===== src/hw/rtl/feedforward_gain_agc_defines.svh =====
// Assertion macros shared by the feedforward gain AGC RTL.
`ifndef FEEDFORWARD_GAIN_AGC_DEFINES_SVH
`define FEEDFORWARD_GAIN_AGC_DEFINES_SVH

// Same-cycle implication, sampled on clk and disabled while rst is high.
`define FGA_ASSERT_IMPL(label, ante, cons, msg) \
  label: assert property (@(posedge clk) disable iff (rst) (ante) |-> (cons)) \
    else $error(msg);

// Next-cycle implication, sampled on clk and disabled while rst is high.
`define FGA_ASSERT_NEXT(label, ante, cons, msg) \
  label: assert property (@(posedge clk) disable iff (rst) (ante) |=> (cons)) \
    else $error(msg);

`endif


===== src/hw/rtl/fga_pkg.sv =====
// Shared constants, register indexes and control types for the feedforward gain AGC.
`timescale 1ns / 1ps
`default_nettype none
package fga_pkg;

  localparam int SAMPLE_BITS_DEF    = 16;
  localparam int GAIN_FRAC_BITS_DEF = 16;

  localparam int GAIN_BITS     = 32;
  localparam int RATE_BITS     = 16;
  localparam int REF_BITS      = 15;
  localparam int CEIL_BITS     = 31;
  localparam int CFG_DATA_BITS = 32;
  localparam int CFG_IDX_BITS  = 3;

  localparam logic [CFG_IDX_BITS-1:0] REG_COMPLEX_MODE    = 3'd0;
  localparam logic [CFG_IDX_BITS-1:0] REG_LOOP_RATE       = 3'd1;
  localparam logic [CFG_IDX_BITS-1:0] REG_REFERENCE_LEVEL = 3'd2;
  localparam logic [CFG_IDX_BITS-1:0] REG_GAIN_CEILING    = 3'd3;
  localparam logic [CFG_IDX_BITS-1:0] REG_START_GAIN      = 3'd4;

  localparam logic [RATE_BITS-1:0] LOOP_RATE_RST       = 16'd7;
  localparam logic [REF_BITS-1:0]  REFERENCE_LEVEL_RST = 15'd32767;

  // Operand pair routed to the shared multiplier.
  typedef enum logic [2:0] {
    MS_XR  = 3'd0,
    MS_XI  = 3'd1,
    MS_AR  = 3'd2,
    MS_AI  = 3'd3,
    MS_ERR = 3'd4
  } mul_sel_t;

  typedef struct packed {
    logic     load_in;
    logic     mul_en;
    mul_sel_t mul_sel;
    logic     load_yr;
    logic     load_yi;
    logic     load_acc;
    logic     load_rad;
    logic     root_step;
    logic     load_mag;
    logic     load_sum;
    logic     update;
  } fga_cmd_t;

  typedef struct packed {
    logic complex_mode;
    logic root_done;
    logic out_free;
  } fga_sts_t;

endpackage
`default_nettype wire


===== src/hw/rtl/fga_if.sv =====
// Stream interfaces for the AGC sample input and result output channels.
`timescale 1ns / 1ps
`default_nettype none
interface fga_in_if #(
  parameter int SAMPLE_BITS = fga_pkg::SAMPLE_BITS_DEF
) ();
  logic                          valid;
  logic                          ready;
  logic signed [SAMPLE_BITS-1:0] in_real;
  logic signed [SAMPLE_BITS-1:0] in_imag;
  logic                          last_in;

  modport source (output valid, output in_real, output in_imag, output last_in, input ready);
  modport sink   (input valid, input in_real, input in_imag, input last_in, output ready);
endinterface

interface fga_out_if #(
  parameter int SAMPLE_BITS = fga_pkg::SAMPLE_BITS_DEF
) ();
  logic                          valid;
  logic                          ready;
  logic signed [SAMPLE_BITS-1:0] out_real;
  logic signed [SAMPLE_BITS-1:0] out_imag;
  logic                          last_out;

  modport source (output valid, output out_real, output out_imag, output last_out, input ready);
  modport sink   (input valid, input out_real, input out_imag, input last_out, output ready);
endinterface
`default_nettype wire


===== src/hw/rtl/feedforward_gain_agc.sv =====
// Top level of the feedforward gain AGC: controller, datapath and assertions.
//
//   Channel    | Direction | Payload                         | Handshake
//   -----------+-----------+---------------------------------+-------------------
//   sample_ch  | in        | in_real, in_imag, last_in       | valid / ready
//   result_ch  | out       | out_real, out_imag, last_out    | valid / ready
//   cfg        | in        | cfg_index, cfg_wdata            | cfg_we, no wait
//
// In complex mode an item also passes through the bit-per-cycle square root between its
// acceptance and the next acceptance; real mode skips the root and takes |yr| as the magnitude.
// The single shared multiplier serves the gain products, the two squares and the loop error.
// rst is synchronous and active high; it restores the state, configuration, gain and output valid registers.
// A result waits in the output register without blocking the next input item; only the
// final gain update stalls while the output register is still occupied.
`timescale 1ns / 1ps
`default_nettype none
`include "feedforward_gain_agc_defines.svh"
module feedforward_gain_agc #(
  parameter int SAMPLE_BITS    = fga_pkg::SAMPLE_BITS_DEF,
  parameter int GAIN_FRAC_BITS = fga_pkg::GAIN_FRAC_BITS_DEF
) (
  input  logic                              clk,
  input  logic                              rst,
  input  logic                              cfg_we,
  input  logic [fga_pkg::CFG_IDX_BITS-1:0]  cfg_index,
  input  logic [fga_pkg::CFG_DATA_BITS-1:0] cfg_wdata,
  fga_in_if.sink                            sample_ch,
  fga_out_if.source                         result_ch
);
  import fga_pkg::*;

  // Commands flow from the controller to the datapath, status flows back.
  fga_cmd_t cmd;
  fga_sts_t sts;

  // The controller holds ready high only while idle, so exactly one item is in flight
  // inside the loop at a time; the gain it leaves is the gain the next item sees.
  fga_ctrl u_ctrl (
    .clk      (clk),
    .rst      (rst),
    .in_valid (sample_ch.valid),
    .in_ready (sample_ch.ready),
    .sts      (sts),
    .cmd      (cmd)
  );

  // The datapath owns the configuration registers, the gain state and the output
  // register that decouples the result channel from the loop.
  fga_datapath #(
    .SAMPLE_BITS    (SAMPLE_BITS),
    .GAIN_FRAC_BITS (GAIN_FRAC_BITS)
  ) u_datapath (
    .clk       (clk),
    .rst       (rst),
    .cfg_we    (cfg_we),
    .cfg_index (cfg_index),
    .cfg_wdata (cfg_wdata),
    .in_real   (sample_ch.in_real),
    .in_imag   (sample_ch.in_imag),
    .last_in   (sample_ch.last_in),
    .out_valid (result_ch.valid),
    .out_ready (result_ch.ready),
    .out_real  (result_ch.out_real),
    .out_imag  (result_ch.out_imag),
    .last_out  (result_ch.last_out),
    .cmd       (cmd),
    .sts       (sts)
  );

  // The gain update never overwrites a result that has not been taken.
  `FGA_ASSERT_IMPL(a_update_slot_free, cmd.update, sts.out_free, "update into a full output register")
  // Once an item is taken the loop is busy until its gain update is done.
  `FGA_ASSERT_NEXT(a_single_item, sample_ch.valid && sample_ch.ready, !sample_ch.ready, "second item accepted while busy")
  // Every update presents a result on the next cycle.
  `FGA_ASSERT_NEXT(a_update_shows_result, cmd.update, result_ch.valid, "update did not present a result")
  // A square root step is only issued in complex mode.
  `FGA_ASSERT_IMPL(a_root_complex_only, cmd.root_step, sts.complex_mode, "square root step in real mode")

endmodule
`default_nettype wire


===== src/hw/rtl/fga_ctrl.sv =====
// Sequencing state machine for the AGC: steps one item through the shared datapath.
`timescale 1ns / 1ps
`default_nettype none
module fga_ctrl (
  input  logic              clk,
  input  logic              rst,
  input  logic              in_valid,
  output logic              in_ready,
  input  fga_pkg::fga_sts_t sts,
  output fga_pkg::fga_cmd_t cmd
);
  import fga_pkg::*;

  typedef enum logic [10:0] {
    ST_IDLE  = 11'b000_0000_0001,
    ST_MUL_R = 11'b000_0000_0010,
    ST_MUL_I = 11'b000_0000_0100,
    ST_SAT_I = 11'b000_0000_1000,
    ST_SQ_I  = 11'b000_0001_0000,
    ST_SUM   = 11'b000_0010_0000,
    ST_ROOT  = 11'b000_0100_0000,
    ST_REAL  = 11'b000_1000_0000,
    ST_ERR   = 11'b001_0000_0000,
    ST_ADD   = 11'b010_0000_0000,
    ST_UPD   = 11'b100_0000_0000
  } state_t;

  state_t state;
  state_t state_next;

  always_ff @(posedge clk) begin
    if (rst) begin
      state <= ST_IDLE;
    end else begin
      state <= state_next;
    end
  end

  always_comb begin
    state_next = state;
    in_ready   = 1'b0;
    cmd        = '0;
    cmd.mul_sel = MS_XR;
    unique case (state)
      ST_IDLE: begin
        in_ready    = 1'b1;
        cmd.load_in = in_valid;
        if (in_valid) begin
          state_next = ST_MUL_R;
        end
      end
      ST_MUL_R: begin
        cmd.mul_en  = 1'b1;
        cmd.mul_sel = MS_XR;
        state_next  = ST_MUL_I;
      end
      ST_MUL_I: begin
        cmd.load_yr = 1'b1;
        cmd.mul_en  = 1'b1;
        cmd.mul_sel = MS_XI;
        state_next  = sts.complex_mode ? ST_SAT_I : ST_REAL;
      end
      ST_SAT_I: begin
        cmd.load_yi = 1'b1;
        cmd.mul_en  = 1'b1;
        cmd.mul_sel = MS_AR;
        state_next  = ST_SQ_I;
      end
      ST_SQ_I: begin
        cmd.load_acc = 1'b1;
        cmd.mul_en   = 1'b1;
        cmd.mul_sel  = MS_AI;
        state_next   = ST_SUM;
      end
      ST_SUM: begin
        cmd.load_rad = 1'b1;
        state_next   = ST_ROOT;
      end
      ST_ROOT: begin
        cmd.root_step = 1'b1;
        if (sts.root_done) begin
          state_next = ST_ERR;
        end
      end
      ST_REAL: begin
        cmd.load_mag = 1'b1;
        state_next   = ST_ERR;
      end
      ST_ERR: begin
        cmd.mul_en  = 1'b1;
        cmd.mul_sel = MS_ERR;
        state_next  = ST_ADD;
      end
      ST_ADD: begin
        cmd.load_sum = 1'b1;
        state_next   = ST_UPD;
      end
      ST_UPD: begin
        cmd.update = sts.out_free;
        if (sts.out_free) begin
          state_next = ST_IDLE;
        end
      end
      default: begin
        state_next = ST_IDLE;
      end
    endcase
  end

endmodule
`default_nettype wire


===== src/hw/rtl/fga_datapath.sv =====
// AGC datapath: config registers, gain state, shared multiplier, square root and output register.
`timescale 1ns / 1ps
`default_nettype none
module fga_datapath #(
  parameter int SAMPLE_BITS    = fga_pkg::SAMPLE_BITS_DEF,
  parameter int GAIN_FRAC_BITS = fga_pkg::GAIN_FRAC_BITS_DEF
) (
  input  logic                               clk,
  input  logic                               rst,
  input  logic                               cfg_we,
  input  logic [fga_pkg::CFG_IDX_BITS-1:0]   cfg_index,
  input  logic [fga_pkg::CFG_DATA_BITS-1:0]  cfg_wdata,
  input  logic signed [SAMPLE_BITS-1:0]      in_real,
  input  logic signed [SAMPLE_BITS-1:0]      in_imag,
  input  logic                               last_in,
  output logic                               out_valid,
  input  logic                               out_ready,
  output logic signed [SAMPLE_BITS-1:0]      out_real,
  output logic signed [SAMPLE_BITS-1:0]      out_imag,
  output logic                               last_out,
  input  fga_pkg::fga_cmd_t                  cmd,
  output fga_pkg::fga_sts_t                  sts
);
  import fga_pkg::*;

  localparam int S  = SAMPLE_BITS;
  localparam int F  = GAIN_FRAC_BITS;
  localparam int WA = ((S > 16) ? S : 16) + 2;
  localparam int WB = GAIN_BITS + 1;
  localparam int PW = WA + WB;
  localparam int DW = PW + 2;
  localparam int K  = 15 + S - F;
  localparam int KP = (K > 0) ? K : 0;
  localparam int KN = (K < 0) ? -K : 0;
  localparam int KR = (K > 0) ? K - 1 : 0;
  localparam int CW = $clog2(S);

  localparam logic signed [PW-1:0] RND_F = {{(PW-1){1'b0}}, 1'b1} << (F - 1);
  localparam logic signed [PW-1:0] SMAX  = {{(PW-S+1){1'b0}}, {(S-1){1'b1}}};
  localparam logic signed [PW-1:0] SMIN  = ~SMAX;
  localparam logic signed [DW-1:0] RND_K = (K > 0) ? ({{(DW-1){1'b0}}, 1'b1} << KR) : '0;
  localparam logic signed [DW-1:0] GMAX  = {{(DW-GAIN_BITS+1){1'b0}}, {(GAIN_BITS-1){1'b1}}};
  localparam logic signed [DW-1:0] GMIN  = ~GMAX;
  localparam logic [GAIN_BITS-1:0] GAIN_RST = {{(GAIN_BITS-1){1'b0}}, 1'b1} << F;

  // Round-half-up, floor shift by F, saturate to a sample.
  function automatic logic signed [S-1:0] scale_sat(input logic signed [PW-1:0] p);
    logic signed [PW-1:0] r;
    logic signed [PW-1:0] q;
    r = p + RND_F;
    q = r >>> F;
    if (q > SMAX) begin
      return SMAX[S-1:0];
    end else if (q < SMIN) begin
      return SMIN[S-1:0];
    end
    return q[S-1:0];
  endfunction

  function automatic logic [S-1:0] abs_s(input logic signed [S-1:0] v);
    return v[S-1] ? S'(-v) : S'(v);
  endfunction

  // Configuration registers and loop state.
  logic                        complex_mode;
  logic [RATE_BITS-1:0]        loop_rate;
  logic [REF_BITS-1:0]         reference_level;
  logic [CEIL_BITS-1:0]        gain_ceiling;
  logic signed [GAIN_BITS-1:0] gain;

  // Item registers.
  logic signed [S-1:0]  xr;
  logic signed [S-1:0]  xi;
  logic                 last_r;
  logic signed [PW-1:0] prod;
  logic signed [S-1:0]  yr;
  logic signed [S-1:0]  yi;
  logic [2*S-1:0]       acc;
  logic [2*S-1:0]       rad;
  logic [S+1:0]         rem;
  logic [S-1:0]         root;
  logic [S-1:0]         mag;
  logic [CW-1:0]        cnt;
  logic signed [DW-1:0] sum;

  logic signed [WA-1:0] a_op;
  logic signed [WB-1:0] b_op;
  logic signed [WA-1:0] ref_ext;
  logic signed [WA-1:0] mag_ext;
  logic [S-1:0]         abs_r;
  logic [S-1:0]         abs_i;

  logic [S+1:0]         rem_sh;
  logic [S+1:0]         trial;
  logic                 take;
  logic [S+1:0]         rem_next;
  logic [S-1:0]         root_next;

  logic signed [DW-1:0]        prod_ext;
  logic signed [DW-1:0]        delta;
  logic signed [DW-1:0]        gain_ext;
  logic signed [GAIN_BITS-1:0] gain_sat;
  logic signed [GAIN_BITS-1:0] ceil_s;
  logic signed [GAIN_BITS-1:0] gain_next;

  assign abs_r   = abs_s(yr);
  assign abs_i   = abs_s(yi);
  assign ref_ext = {{(WA-REF_BITS){1'b0}}, reference_level};
  assign mag_ext = {{(WA-S){1'b0}}, mag};

  always_comb begin
    a_op = {{(WA-S){xr[S-1]}}, xr};
    b_op = {gain[GAIN_BITS-1], gain};
    unique case (cmd.mul_sel)
      MS_XR: begin
        a_op = {{(WA-S){xr[S-1]}}, xr};
        b_op = {gain[GAIN_BITS-1], gain};
      end
      MS_XI: begin
        a_op = {{(WA-S){xi[S-1]}}, xi};
        b_op = {gain[GAIN_BITS-1], gain};
      end
      MS_AR: begin
        a_op = {{(WA-S){1'b0}}, abs_r};
        b_op = {{(WB-S){1'b0}}, abs_r};
      end
      MS_AI: begin
        a_op = {{(WA-S){1'b0}}, abs_i};
        b_op = {{(WB-S){1'b0}}, abs_i};
      end
      MS_ERR: begin
        a_op = ref_ext - mag_ext;
        b_op = {{(WB-RATE_BITS){1'b0}}, loop_rate};
      end
      default: begin
        a_op = '0;
        b_op = '0;
      end
    endcase
  end

  // One result bit per step of the digit-by-digit square root.
  assign rem_sh    = {rem[S-1:0], rad[2*S-1 -: 2]};
  assign trial     = {root, 2'b01};
  assign take      = (rem_sh >= trial);
  assign rem_next  = take ? (rem_sh - trial) : rem_sh;
  assign root_next = {root[S-2:0], take};

  assign prod_ext = {{2{prod[PW-1]}}, prod};
  assign delta    = ((prod_ext + RND_K) >>> KP) <<< KN;
  assign gain_ext = {{(DW-GAIN_BITS){gain[GAIN_BITS-1]}}, gain};
  assign ceil_s   = {1'b0, gain_ceiling};

  always_comb begin
    if (sum > GMAX) begin
      gain_sat = GMAX[GAIN_BITS-1:0];
    end else if (sum < GMIN) begin
      gain_sat = GMIN[GAIN_BITS-1:0];
    end else begin
      gain_sat = sum[GAIN_BITS-1:0];
    end
    if ((gain_ceiling != '0) && (gain_sat > ceil_s)) begin
      gain_next = ceil_s;
    end else begin
      gain_next = gain_sat;
    end
  end

  // Configuration writes and the gain state.
  always_ff @(posedge clk) begin
    if (rst) begin
      complex_mode    <= 1'b1;
      loop_rate       <= LOOP_RATE_RST;
      reference_level <= REFERENCE_LEVEL_RST;
      gain_ceiling    <= '0;
      gain            <= GAIN_RST;
    end else begin
      if (cfg_we) begin
        unique case (cfg_index)
          REG_COMPLEX_MODE:    complex_mode    <= cfg_wdata[0];
          REG_LOOP_RATE:       loop_rate       <= cfg_wdata[RATE_BITS-1:0];
          REG_REFERENCE_LEVEL: reference_level <= cfg_wdata[REF_BITS-1:0];
          REG_GAIN_CEILING:    gain_ceiling    <= cfg_wdata[CEIL_BITS-1:0];
          REG_START_GAIN:      gain            <= cfg_wdata[GAIN_BITS-1:0];
          default: begin
          end
        endcase
      end else if (cmd.update) begin
        gain <= gain_next;
      end
    end
  end

  // Item datapath registers.
  always_ff @(posedge clk) begin
    if (cmd.load_in) begin
      xr     <= in_real;
      xi     <= in_imag;
      last_r <= last_in;
    end
    if (cmd.mul_en) begin
      prod <= a_op * b_op;
    end
    if (cmd.load_yr) begin
      yr <= scale_sat(prod);
    end
    if (cmd.load_yi) begin
      yi <= scale_sat(prod);
    end
    if (cmd.load_acc) begin
      acc <= prod[2*S-1:0];
    end
    if (cmd.load_rad) begin
      rad  <= acc + prod[2*S-1:0];
      rem  <= '0;
      root <= '0;
      cnt  <= '0;
    end else if (cmd.root_step) begin
      rad  <= rad << 2;
      rem  <= rem_next;
      root <= root_next;
      cnt  <= cnt + 1'b1;
      if (sts.root_done) begin
        mag <= root_next;
      end
    end
    if (cmd.load_mag) begin
      mag <= abs_r;
    end
    if (cmd.load_sum) begin
      sum <= gain_ext + delta;
    end
  end

  // Output register.
  always_ff @(posedge clk) begin
    if (rst) begin
      out_valid <= 1'b0;
    end else if (cmd.update) begin
      out_valid <= 1'b1;
    end else if (out_ready) begin
      out_valid <= 1'b0;
    end
  end

  always_ff @(posedge clk) begin
    if (cmd.update) begin
      out_real <= yr;
      out_imag <= complex_mode ? yi : '0;
      last_out <= last_r;
    end
  end

  assign sts.complex_mode = complex_mode;
  assign sts.root_done    = (cnt == CW'(S - 1));
  assign sts.out_free     = !out_valid || out_ready;

endmodule
`default_nettype wire

===== src/flat_wrapper.sv =====
// flat-port wrapper written by rule: the top's interface ports become plain ports
module feedforward_gain_agc_flat import fga_pkg::*;
#(
  parameter int SAMPLE_BITS    = fga_pkg::SAMPLE_BITS_DEF,
  parameter int GAIN_FRAC_BITS = fga_pkg::GAIN_FRAC_BITS_DEF
)
  (clk, rst, cfg_we, cfg_index, cfg_wdata, sample_ch_valid, sample_ch_in_real, sample_ch_in_imag, sample_ch_last_in, sample_ch_ready, result_ch_valid, result_ch_out_real, result_ch_out_imag, result_ch_last_out, result_ch_ready);
  fga_in_if #(.SAMPLE_BITS(SAMPLE_BITS)) sample_ch_i ();
  fga_out_if #(.SAMPLE_BITS(SAMPLE_BITS)) result_ch_i ();
  input  logic clk;
  input  logic rst;
  input  logic cfg_we;
  input  logic [fga_pkg::CFG_IDX_BITS-1:0] cfg_index;
  input  logic [fga_pkg::CFG_DATA_BITS-1:0] cfg_wdata;
  input wire logic [$bits(sample_ch_i.valid)-1:0] sample_ch_valid;
  input wire logic [$bits(sample_ch_i.in_real)-1:0] sample_ch_in_real;
  input wire logic [$bits(sample_ch_i.in_imag)-1:0] sample_ch_in_imag;
  input wire logic [$bits(sample_ch_i.last_in)-1:0] sample_ch_last_in;
  output wire logic [$bits(sample_ch_i.ready)-1:0] sample_ch_ready;
  output wire logic [$bits(result_ch_i.valid)-1:0] result_ch_valid;
  output wire logic [$bits(result_ch_i.out_real)-1:0] result_ch_out_real;
  output wire logic [$bits(result_ch_i.out_imag)-1:0] result_ch_out_imag;
  output wire logic [$bits(result_ch_i.last_out)-1:0] result_ch_last_out;
  input wire logic [$bits(result_ch_i.ready)-1:0] result_ch_ready;
  assign sample_ch_i.valid = sample_ch_valid;
  assign sample_ch_i.in_real = sample_ch_in_real;
  assign sample_ch_i.in_imag = sample_ch_in_imag;
  assign sample_ch_i.last_in = sample_ch_last_in;
  assign sample_ch_ready = sample_ch_i.ready;
  assign result_ch_valid = result_ch_i.valid;
  assign result_ch_out_real = result_ch_i.out_real;
  assign result_ch_out_imag = result_ch_i.out_imag;
  assign result_ch_last_out = result_ch_i.last_out;
  assign result_ch_i.ready = result_ch_ready;
  feedforward_gain_agc #(.SAMPLE_BITS(SAMPLE_BITS), .GAIN_FRAC_BITS(GAIN_FRAC_BITS)) u_core (.clk(clk), .rst(rst), .cfg_we(cfg_we), .cfg_index(cfg_index), .cfg_wdata(cfg_wdata), .sample_ch(sample_ch_i), .result_ch(result_ch_i));
endmodule

===== config.mk =====
export PLATFORM = sky130hd
export DESIGN_NAME = feedforward_gain_agc_flat
export DESIGN_NICKNAME = d
export VERILOG_FILES = /design/src/hw/rtl/fga_pkg.sv /design/src/hw/rtl/fga_if.sv /design/src/hw/rtl/feedforward_gain_agc.sv /design/src/hw/rtl/fga_ctrl.sv /design/src/hw/rtl/fga_datapath.sv /design/src/flat_wrapper.sv
export VERILOG_INCLUDE_DIRS = /design/src /design/src/hw/rtl
export SDC_FILE = /design/constraint.sdc
export NUM_CORES = 2
export LEC_CHECK = 0
export ABC_AREA = 1
export BUFFER_PORTS_ARGS = -buffer_cell sky130_fd_sc_hd__buf_2
export CORE_UTILIZATION = 30
export DETAILED_ROUTE_END_ITERATION = 16
export GPL_TIMING_DRIVEN = 1
export PLACE_DENSITY = 0.53
export SYNTH_ARGS = -nofsm -noshare
export SYNTH_HDL_FRONTEND = slang
export SYNTH_SLANG_ARGS = --single-unit

===== constraint.sdc =====
create_clock -name clk -period 7.6 [get_ports clk]
set_input_delay 0.76 -clock clk [delete_from_list [all_inputs] [get_ports clk]]
set_output_delay 0.76 -clock clk [all_outputs]
set_load 0.01 [all_outputs]

==> results.toml <==
[clocking]
cts-htree-levels = 2
cts_tree = "built"
clk_path_buf_depth = 3
cts_inserted_buffers = 49
cts.clk_slew.worst_paths_ns = 0.06
cts_sinks = 410
clk_latency_ns = 0.62
cts-root-buf = "clkbuf_16"

[timing]
hold_viol = 0
holdWs_ns = 0.325
period_needed_ns = 7.56
skew_ns = 0.0247
slew_headroom_pct = 23.2
maxSlewViolCount = 0
worst_pin_slew_ns = 1.15
rsz0062_at_grt = "true"
setup_violations = 0
clock.fmax_mhz = 132
setup_slack_ns = 0.0360
period_share_pct = 99.5
fin_tns_setup_ns = 0

[place]
place_ws_ns = -0.684
routabilityCongestion = 0.947
portBuffers = 107
dp_hpwl_um = 135000
place_inst = 8108

[critical_path]
worstPathArrival_ns = 7.92
cp_common_cell = "fa_1"
start_kind = "flip-flop"
worst-setup-path-type = "reg2reg"
slowest_stage = "fa_1"
worstPathMaxFanout = 10
critical_path_required_ns = 7.95
slowest_delay_ns = 0.58
worstSetupEndpointType = "flip-flop"

[synthesis]
synth_top_area_share_pct = 24.9
synth_edf_count = 267
synth_flop_cell = "edfxtp_1"
yosys.area.top_type = "fa_1"
avgSynthCellArea_um2 = 8.07
syn-num-nets = 6488
synth-seq-cells = 410
netlist_area_um2 = 45200
async_flop_share_pct = 0
ys_top_cells_by_area = "fa_1, edfxtp_1, nand2_1"
synthCells = 5595
synth_warnings = 0
yosysSeqAreaShare_pct = 24.1
ys_types = 63

[job]
cap_viol_max_count = 0

[global_route]
grt_pass1_vias = 39679
grt_pass1_wl_um = 245000
antenna_found_initial = 5
grt_start_max_net_pins = 78
grt_overflow_total = 0
track_usage_pct = 21.2

[outcome]
status = "finished clean"

[final_layout]
drive_above_1_share_pct = 20.6
fin_nets = 7124
instances_no_fill = 8289
area_delta_synth_final_pct = 26.9

[floorplan]
die-area_um2 = 152000
core-area_um2 = 150000
io-pin-count = 108
initial_core_util_pct = 30.2
rows = 142
die_y_um = 390
dieWidth_um = 390

[detailed_routing]
wl_per_cell_um = 20.5
drtIter0Drc = 2997
drc = 0
routed_via_density = 4.83
vias = 40051
dr.pass1.iters = 6
antenna_left = 0
finalWirelength_um = 170000

[power]
p_per_area_nw_per_um2 = 360
ir_drop_v = 0.000554
p_leak_nw = 26.9

[hold_path]
hp-class = "in2reg"
-- power by group --
group | switching (mW) | internal [mW] | leakage [nW] | total, mW
registers | 0.209 | 2.93 | 3.59 | 3.14
logic | 8.48 | 6.50 | 22.5 | 15.0
clock network | 1.03 | 1.50 | 0.822 | 2.53
total | 9.72 | 10.9 | 26.9 | 20.7
-- repair_timing --
| action | CTS | global route |
|---|---|---|
| endpoints found under the hold margin | 0 | 0 |
| buffers inserted | 12 | 59 |
| endpoints found under the setup margin | 35 | 35 |
| cloned | 0 | 19 |
| hold buffers | 0 | 0 |
| pin swaps | 61 | 186 |
| gates resized for setup | 133 | 439 |
-- layer usage --
layer	vias up	part of all wire (%)	global-route usage (%)
met1	19812	43	28.3
met5	-	0.0076	0
met4	2	3.5	6.07
met2	1239	48	36.2
li1	18743	-	-
met3	255	5.9	2.05
-- cell usage in the layout, fill, tap and decap left out, types with 14 or more instances in the layout --
| cell | synthesis | final |
|---|---|---|
| a21oi_2 | 2 | 33 |
| xnor2_1 | 54 | 51 |
| o211ai_1 | 17 | 17 |
| nand3_2 | 4 | 21 |
| buf_4 | 5 | 517 |
| ha_4 | 0 | 41 |
| nor2_4 | 12 | 39 |
| clkbuf_16 | 0 | 68 |
| o21bai_1 | 19 | 17 |
| o21ai_0 | 247 | 213 |
| nor3_1 | 64 | 53 |
| nor2_1 | 467 | 401 |
| nor2_2 | 10 | 49 |
| edfxtp_1 | 267 | 267 |
| buf_6 | 5 | 23 |
| inv_2 | 24 | 63 |
| a31oi_1 | 44 | 39 |
| a21o_1 | 17 | 17 |
| o21ai_1 | 5 | 26 |
| dfxtp_1 | 143 | 141 |
| o21a_1 | 17 | 17 |
| o22ai_1 | 20 | 18 |
| nor4_1 | 19 | 16 |
| nand2_2 | 8 | 62 |
| nand3b_1 | 14 | 14 |
| nand3_1 | 159 | 135 |
| inv_1 | 1167 | 1114 |
| a21oi_1 | 327 | 284 |
| nand2_1 | 1186 | 1109 |
| fa_2 | 0 | 16 |
| clkinv_1 | 11 | 16 |
| xor2_1 | 145 | 138 |
| nand2_4 | 3 | 22 |
| buf_12 | 0 | 66 |
| fa_1 | 562 | 546 |
| nand4_1 | 67 | 67 |
| ha_1 | 258 | 214 |
| buf_2 | 60 | 107 |
-- worst max-delay path: cells and delay by family, from the launching register on --
family	cells	cell delay (ns)
AO/OA/AOI/OAI	2	0.29
XOR/XNOR	1	0.15
adder cells (fa/ha/maj)	9	4.03
buffers and inverters	6	0.65
flip-flops	1	0.37
AND/OR/NAND/NOR	17	1.78
-- area by class of cell --
type,instances,area [µm²]
fillers,15528,92300
multi-input cells,3831,31100
flip-flops and latches,410,10900
repair buffers,737,6540
inverters,1202,4580
well taps,2016,2520
clock buffers,62,1310
clock inverters,30,388
diodes,1,2.50
-- flip-flops by register name, summed over array words and instances (netlist names) --
signal	flops
u_core.u_ctrl.state	11
u_core.u_datapath.acc	32
u_core.u_datapath.cnt	4
u_core.u_datapath.complex_mode	1
u_core.u_datapath.gain	32
u_core.u_datapath.gain_ceiling	31
u_core.u_datapath.last_out	1
u_core.u_datapath.last_r	1
u_core.u_datapath.loop_rate	16
u_core.u_datapath.mag	16
u_core.u_datapath.out_imag	16
u_core.u_datapath.out_real	16
u_core.u_datapath.out_valid	1
u_core.u_datapath.prod	51
u_core.u_datapath.rad	32
u_core.u_datapath.reference_level	15
u_core.u_datapath.rem	16
u_core.u_datapath.root	16
u_core.u_datapath.sum	38
u_core.u_datapath.xi	16
u_core.u_datapath.xr	16
u_core.u_datapath.yi	16
u_core.u_datapath.yr	16
-- stage by stage --
stage	power [mW]	instance area (µm²)	utilization, %
2_1_floorplan	9.60	45200	-
3_3_place_gp	14.9	52300	34.9
3_5_place_dp	14.9	52300	34.9
4_1_cts	18.4	54700	36.6
5_1_grt	22.1	57300	38.3
6_report	20.7	57300	38.3
-- logic make-up (layout without fill, tap and decap cells) --
family | count (synthesis) | in the layout | share of synthesized area [%]
AND/OR/NAND/NOR | 2044 | 2044 | 18.9
buffers and inverters | 1354 | 2031 | 11.5
XOR/XNOR | 199 | 199 | 3.86
other | 0 | 1 | 0
flip-flops | 410 | 410 | 24.1
adder cells (fa/ha/maj) | 820 | 820 | 32.1
AO/OA/AOI/OAI | 768 | 768 | 9.54
-- synthesized netlist by cell type (12+ instances only) --
cell / instances
a21oi_1: 327
o21ai_0: 247
nor3_1: 64
inv_2: 24
nand4_1: 67
xor2_1: 145
o22ai_1: 20
dfxtp_1: 143
nand3b_1: 14
o211ai_1: 17
nor4_1: 19
nor2_1: 467
clkbuf_1: 79
buf_2: 60
xnor2_1: 54
nand2_1: 1186
o21a_1: 17
nand3_1: 159
nor2_4: 12
a21o_1: 17
a31oi_1: 44
or2_2: 13
fa_1: 562
inv_1: 1167
ha_1: 258
edfxtp_1: 267
o21bai_1: 19
-- final timing paths --
check	end	slack, ns	from	depth (start not counted)
hold reg to reg	u_core.u_datapath.last_out$_DFFE_PP_	0.42	u_core.u_datapath.last_r$_DFFE_PP_	0
setup reg to reg	u_core.u_datapath.prod[48]$_DFFE_PN_	0.04	u_core.u_datapath.mag[0]$_DFFE_PP_	35
hold / removal	u_core.u_datapath.xi[7]$_DFFE_PP_	0.33	sample_ch_in_imag[7]	1
setup / recovery	u_core.u_datapath.prod[48]$_DFFE_PN_	0.04	u_core.u_datapath.mag[0]$_DFFE_PP_	35
Power figures use the tool's default switching activity.
